`src/sv/ptm_pkg.sv`:
```
// Shared types and codes for the packet target match table.
package ptm_pkg;

  localparam int TABLE_ENTRIES_DEF = 16;

  localparam int ADDR_W = 32;
  localparam int PORT_W = 16;
  localparam int IDX_W  = 4;
  localparam int MODE_W = 2;

  // Request kinds.
  localparam logic ACT_WRITE  = 1'b0;
  localparam logic ACT_LOOKUP = 1'b1;

  // Lookup modes.
  localparam logic [MODE_W-1:0] MODE_PORT = 2'd0;
  localparam logic [MODE_W-1:0] MODE_ADDR = 2'd1;
  localparam logic [MODE_W-1:0] MODE_ALL  = 2'd2;

  // One request as it travels down the chain, with the hit collected so far.
  typedef struct packed {
    logic              vld;
    logic              action;
    logic [MODE_W-1:0] mode;
    logic [IDX_W-1:0]  entry_index;
    logic              entry_valid;
    logic [ADDR_W-1:0] dest_addr;
    logic [PORT_W-1:0] dest_port;
    logic [PORT_W-1:0] source_port;
    logic              hit;
  } req_t;

endpackage

```
`src/sv/packet_target_match_table_top.sv`:
```
// Top level of the packet target match table: input, cell chain and result register.
//
// Requests enter on the in_ channel. A write request (in_action = 0) stores
// an entry at in_entry_index and gives no result; a lookup request
// (in_action = 1) gives one result on the out_ channel, out_target_match.
// Each table entry lives in its own cell, and the cells form a chain of
// TABLE_ENTRIES stages. A request visits one cell per cycle unless the chain
// holds, so writes and lookups keep their order and a lookup sees exactly
// the writes ahead of it. A lookup passes all cells and then the result
// register before out_valid; one request is accepted every cycle while the
// result side takes results. When out_valid and out_stall are both high, the
// whole chain holds and in_stall goes high until the result is taken.
// Reset (rst_n low at a clock edge) marks every entry invalid and empties
// the chain and the result register; the block accepts requests in the
// first cycle after reset.
module packet_target_match_table_top
  import ptm_pkg::*;
#(
  parameter int TABLE_ENTRIES = TABLE_ENTRIES_DEF
) (
  input  logic              clk,
  input  logic              rst_n,
  input  logic              in_valid,
  output logic              in_stall,
  input  logic              in_action,
  input  logic [MODE_W-1:0] in_mode,
  input  logic [IDX_W-1:0]  in_entry_index,
  input  logic              in_entry_valid,
  input  logic [ADDR_W-1:0] in_dest_addr,
  input  logic [PORT_W-1:0] in_dest_port,
  input  logic [PORT_W-1:0] in_source_port,
  output logic              out_valid,
  input  logic              out_stall,
  output logic              out_target_match
);

  req_t req_head;
  req_t stg [TABLE_ENTRIES];
  logic [TABLE_ENTRIES-1:0] stg_vld;
  logic advance;
  logic out_valid_r;
  logic out_match_r;
  logic last_lookup;

  assign advance  = !(out_valid_r && out_stall);
  assign in_stall = !advance;

  always_comb begin
    req_head.vld         = in_valid;
    req_head.action      = in_action;
    req_head.mode        = in_mode;
    req_head.entry_index = in_entry_index;
    req_head.entry_valid = in_entry_valid;
    req_head.dest_addr   = in_dest_addr;
    req_head.dest_port   = in_dest_port;
    req_head.source_port = in_source_port;
    req_head.hit         = 1'b0;
  end

  for (genvar g = 0; g < TABLE_ENTRIES; g++) begin : g_cell
    if (g == 0) begin : g_first
      ptm_cell #(.CELL_ID(g)) u_cell (
        .clk     (clk),
        .rst_n   (rst_n),
        .advance (advance),
        .req_in  (req_head),
        .req_out (stg[g])
      );
    end else begin : g_next
      ptm_cell #(.CELL_ID(g)) u_cell (
        .clk     (clk),
        .rst_n   (rst_n),
        .advance (advance),
        .req_in  (stg[g-1]),
        .req_out (stg[g])
      );
    end
    assign stg_vld[g] = stg[g].vld;
  end

  assign last_lookup = stg[TABLE_ENTRIES-1].vld &&
                       (stg[TABLE_ENTRIES-1].action == ACT_LOOKUP);

  always_ff @(posedge clk) begin
    if (!rst_n) begin
      out_valid_r <= 1'b0;
    end else if (advance) begin
      out_valid_r <= last_lookup;
      out_match_r <= stg[TABLE_ENTRIES-1].hit;
    end
  end

  assign out_valid        = out_valid_r;
  assign out_target_match = out_match_r;

  // A result only comes from a lookup leaving the last cell.
  a_result_source: assert property (@(posedge clk) disable iff (!rst_n)
    $rose(out_valid_r) |-> $past(last_lookup))
    else $error("result without a lookup at the end of the chain");

  // The chain holds as a whole while a result waits.
  a_chain_hold: assert property (@(posedge clk) disable iff (!rst_n)
    (out_valid_r && out_stall) |=> $stable(stg_vld))
    else $error("chain moved while the result was stalled");

  // A result leaves only after it was taken.
  a_result_taken: assert property (@(posedge clk) disable iff (!rst_n)
    $fell(out_valid_r) |-> $past(!out_stall))
    else $error("result dropped while stalled");

endmodule

```
`src/sv/ptm_cell.sv`:
```
// One table cell: holds one entry and one pipeline stage of the request chain.
module ptm_cell
  import ptm_pkg::*;
#(
  parameter int CELL_ID = 0
) (
  input  logic clk,
  input  logic rst_n,
  input  logic advance,
  input  req_t req_in,
  output req_t req_out
);

  logic [ADDR_W-1:0] ent_addr_r;
  logic [PORT_W-1:0] ent_dport_r;
  logic [PORT_W-1:0] ent_sport_r;
  logic              ent_valid_r;
  req_t              req_r;
  req_t              req_nxt;

  logic sel;
  logic wr_en;
  logic hit;
  logic a_eq;
  logic d_eq;
  logic s_eq;

  assign sel   = 32'(req_in.entry_index) == 32'(CELL_ID);
  assign wr_en = advance && req_in.vld && (req_in.action == ACT_WRITE) && sel;

  assign a_eq = ent_addr_r == req_in.dest_addr;
  assign d_eq = ent_dport_r == req_in.dest_port;
  assign s_eq = ent_sport_r == req_in.source_port;

  always_comb begin
    case (req_in.mode)
      MODE_PORT: hit = d_eq;
      MODE_ADDR: hit = a_eq;
      MODE_ALL:  hit = a_eq && d_eq && s_eq;
      default:   hit = 1'b0;
    endcase
  end

  always_comb begin
    req_nxt = req_in;
    if (req_in.action == ACT_LOOKUP) begin
      req_nxt.hit = req_in.hit || (ent_valid_r && hit);
    end else begin
      req_nxt.hit = 1'b0;
    end
  end

  always_ff @(posedge clk) begin
    if (!rst_n) begin
      ent_valid_r <= 1'b0;
    end else if (wr_en) begin
      ent_valid_r <= req_in.entry_valid;
    end
  end

  always_ff @(posedge clk) begin
    if (wr_en) begin
      ent_addr_r  <= req_in.dest_addr;
      ent_dport_r <= req_in.dest_port;
      ent_sport_r <= req_in.source_port;
    end
  end

  always_ff @(posedge clk) begin
    if (!rst_n) begin
      req_r.vld <= 1'b0;
    end else if (advance) begin
      req_r <= req_nxt;
    end
  end

  assign req_out = req_r;

  // A write request never carries a hit.
  a_write_no_hit: assert property (@(posedge clk) disable iff (!rst_n)
    (req_r.vld && req_r.action == ACT_WRITE) |-> !req_r.hit)
    else $error("write request carries a hit");

  // The entry only changes on a write addressed to this cell.
  a_entry_hold: assert property (@(posedge clk) disable iff (!rst_n)
    !wr_en |=> $stable(ent_valid_r))
    else $error("entry valid changed without a write");

  // A stalled chain keeps this stage.
  a_stage_hold: assert property (@(posedge clk) disable iff (!rst_n)
    !advance |=> $stable(req_r.vld))
    else $error("stage moved while the chain was stalled");

endmodule
```
`config.mk`:
```
export PLATFORM = sky130hd
export DESIGN_NAME = packet_target_match_table_top
export DESIGN_NICKNAME = d
export VERILOG_FILES = /design/src/sv/ptm_pkg.sv /design/src/sv/packet_target_match_table_top.sv /design/src/sv/ptm_cell.sv
export SDC_FILE = /design/constraint.sdc
export NUM_CORES = 2
export LEC_CHECK = 0
export BUFFER_PORTS_ARGS = -buffer_cell sky130_fd_sc_hd__buf_2
export CAP_MARGIN = 20
export CORE_MARGIN = 2
export CORE_UTILIZATION = 62
export DETAILED_ROUTE_END_ITERATION = 8
export PLACE_DENSITY_LB_ADDON = 0.3
export SLEW_MARGIN = 10
export SYNTH_ARGS = -nofsm -noshare
export SYNTH_HDL_FRONTEND = slang
export SYNTH_SLANG_ARGS = --single-unit
```
`constraint.sdc`:
```
create_clock -name clk -period 42.5 [get_ports clk]
set_input_delay 8.5 -clock clk [delete_from_list [all_inputs] [get_ports clk]]
set_output_delay 8.5 -clock clk [all_outputs]
set_load 0.01 [all_outputs]
```
==> impl_metrics.ini <==
[status]
run_status = completed

[timing]
setup_tns_ns = 0
final_max_slew_viol_count = 0
clock.fmax_mhz = 54.1
grt_setup_unrepaired = no
slew_headroom_pct = 24.0
finalCritPeriodShare_pct = 43.5
finalHoldViolCount = 0
period_minus_slack_ns = 18.49
worstMarginPinSlew_ns = 1.13
finalClockSkew_ns = 0.0205
setup_viol = 0
hold_ws_ns = 0.425

[critical_path]
critPathLaunchType = input port
slowest_stage = clkinv_1
crit_top_cell = buf_2
path_max_fanout = 19
arrival_ns = 9.99
slowest_delay_ns = 0.66
reg2reg_slack_ns = 37.23
critPathKind = input port to primary output
crit_chain = buf_2 -> nand2_2 -> clkinv_1 -> buf_2
reg2reg_depth = 6
critPathLaunch = out_stall
end_kind = primary output
worstPathRequired_ns = 34.00
rr_endpoint = g_cell[0].g_first.u_cell.req_out[43]
worstReg2RegStart = out_valid

[placement]
placed_area_um2 = 79600
io_buffers = 78
hpwl_um = 69400
place_congestion = 0.768

[drt]
drt_iter0_drc = 1762
vias = 31247
wire_per_inst_um = 18.1
drt_wl_total_um = 106000
remaining_drc_errors = 0
firstDrtPassIters = 5
ant_nets = 0
viasPerCell = 5.34

[clock_network]
htree_levels = 4
cts_setup_buffers = 0
clk_path_buf_depth = 3
clkLatencyLatePin_ns = 0.80
cts_tree = built
numClockSinks = 2155
cts_root_buf = clkbuf_16
cts_hold_buf = 0
clk_pin_slew_ns = 0.06
cts_buffers = 197
cts-resized-gates = 0

[power]
ir_drop_v = 0.0000412
seqPwrFrac_pct = 58.0
clkPwrFrac_pct = 40.1
combPwrFrac_pct = 1.9
p_leak_uw = 0.0268
p_per_area_nw_per_um2 = 49.4
switchingPower_uw = 816
p_sw_share_pct = 19.2
intPower_uw = 3430

[final_layout]
final_util_pct = 69.7
syn_to_final_growth_pct = 11.9
num-fill-cells = 7126
num-nets-final = 4127
layout-drive-gt1-share_pct = 9.98
fin_area_um2 = 86000

[synthesis]
synth_flop_cell = edfxtp_1
ys_types = 33
syn_area_per_cell_um2 = 20.5
synth-edff-count = 2122
seq_area_frac_synth_pct = 83.7
synth_top_area_share_pct = 82.9
synth_cells = 3746
yosys-top-cells-area = edfxtp_1 (83%), xnor2_1 (9.5%), xor2_1 (2.2%)
synth_seq_cells = 2155
async_flop_share_pct = 0
synth_commonest_cells = edfxtp_1 (2122), xnor2_1 (835), nand4_1 (207)
synth_fp_nets = 3822
synth.largest_area_cell = edfxtp_1
yosysMostFrequentCell = edfxtp_1
ys_warn_count = 0
syn-cell-area_um2 = 76900

[die]
initial_utilization_pct = 62.4
coreArea_um2 = 123000
die_h_um = 356
die-area_um2 = 127000
die_w_um = 356
ios = 79
row_count = 129

[min_path]
hp-class = register to register
holdPathEnd = out_target_match
hold_depth = 0
hp-start = g_cell[15].g_next.u_cell.req_out[0]

[grt]
antenna_found_initial = 1
overflow = 0
grt_usage_pct = 17.3
grt_max_degree = 89
grt_pass1_wl_um = 172000
grt_pass1_vias = 32822

[run]
max_cap_violations = 0
## routing by layer
metal | GRT usage (%) | vias to the layer above | wire, µm
met2 | 30.5 | 501 | 56200
li1 | - | 15046 | -
met5 | 0 | - | 0
met1 | 20.8 | 15453 | 42400
met3 | 3.10 | 247 | 3410
met4 | 8.03 | 0 | 4210
## cell families after synthesis
group | count (synthesis) | share of synthesized area (%)
mux | 16 | 0.212
compound gates | 78 | 0.713
simple gates | 464 | 3.64
xor+xnor | 1024 | 11.7
buf+inv | 9 | 0.0455
flops | 2155 | 83.7
## power by group through the flow
stage               registers [µW]  clock network [µW]  logic [µW]
floorplan                     2540                   0        61.1
global placement              2500                   0        77.9
detailed placement            2510                   0        82.1
CTS                           2460                1750        83.4
global route                  2470                1830        90.3
finish                        2460                1700        81.7
## placed cells by master, fill, tap and decap left out, drive strengths merged
cell type,instances
edfxtp,2122
xnor2,835
clkbuf,256
nand4,207
xor2,189
buf,111
nor4,94
clkinv,87
nand2,48
nor2b,38
dfxtp,33
nor3,21
a21boi,20
nand4b,16
bufinv,15
nor2,14
mux2i,14
a21oi,12
a41oi,12
o21ai,12
o31ai,12
inv,8
nand3,7
o22ai,6
or4,5
nand4bb,4
or4b,4
nand2b,3
a32o,3
clkinvlp,3
and2,3
mux2,2
diode,1
a221oi,1
## critical path: cells and delay by family
kind,cells,cell delay (ns)
simple gates,1,0.35
buf+inv,3,1.12
## area by class of cell
class | instances | area [µm²] | area share (%)
antenna | 1 | 2.50 | 0.00291
clock buffer | 256 | 5400 | 6.28
clock inverter | 109 | 963 | 1.12
inverter | 4 | 15.0 | 0.0175
multi-input combinational | 1582 | 12600 | 14.6
sequential | 2155 | 64400 | 74.9
tap | 1637 | 2050 | 2.38
timing repair buffer | 111 | 638 | 0.742
## worst max path at each step
stage / to / slack [ns] / depth (start not counted)
2_1_floorplan: g_cell[0].g_first.u_cell.req_out[0] / 7.22 / 3
3_3_place_gp: in_stall / 24.10 / 4
3_5_place_dp: in_stall / 24.03 / 4
4_1_cts: in_stall / 24.02 / 4
5_1_grt: in_stall / 23.93 / 4
6_report: in_stall / 24.01 / 4
## registers in the layout, indices dropped and copies added, names as in the netlist
| name | count |
|---|---|
| g_cell.g_next.u_cell.ent_dport_r | 240 |
| g_cell.g_first.u_cell.ent_dport_r | 16 |
| out_target_match | 1 |
| g_cell.g_first.u_cell.ent_valid_r | 1 |
| g_cell.g_first.u_cell.ent_sport_r | 16 |
| g_cell.g_next.u_cell.ent_valid_r | 15 |
| g_cell.g_first.u_cell.ent_addr_r | 32 |
| out_valid | 1 |
| g_cell.g_next.u_cell.req_out | 1039 |
| g_cell.g_first.u_cell.req_out | 74 |
| g_cell.g_next.u_cell.ent_sport_r | 240 |
| g_cell.g_next.u_cell.ent_addr_r | 480 |
## per-stage QoR
stage | worst slack [ns] | std cells | total power [µW]
2_1_floorplan | 7.22 | 3746 | 2600
5_1_grt | 23.93 | 5855 | 4390
3_3_place_gp | 24.10 | 5489 | 2580
6_report | 24.01 | 5855 | 4250
3_5_place_dp | 24.03 | 5489 | 2590
4_1_cts | 24.02 | 5854 | 4290
No activity file was read; power rests on OpenSTA's default activity.
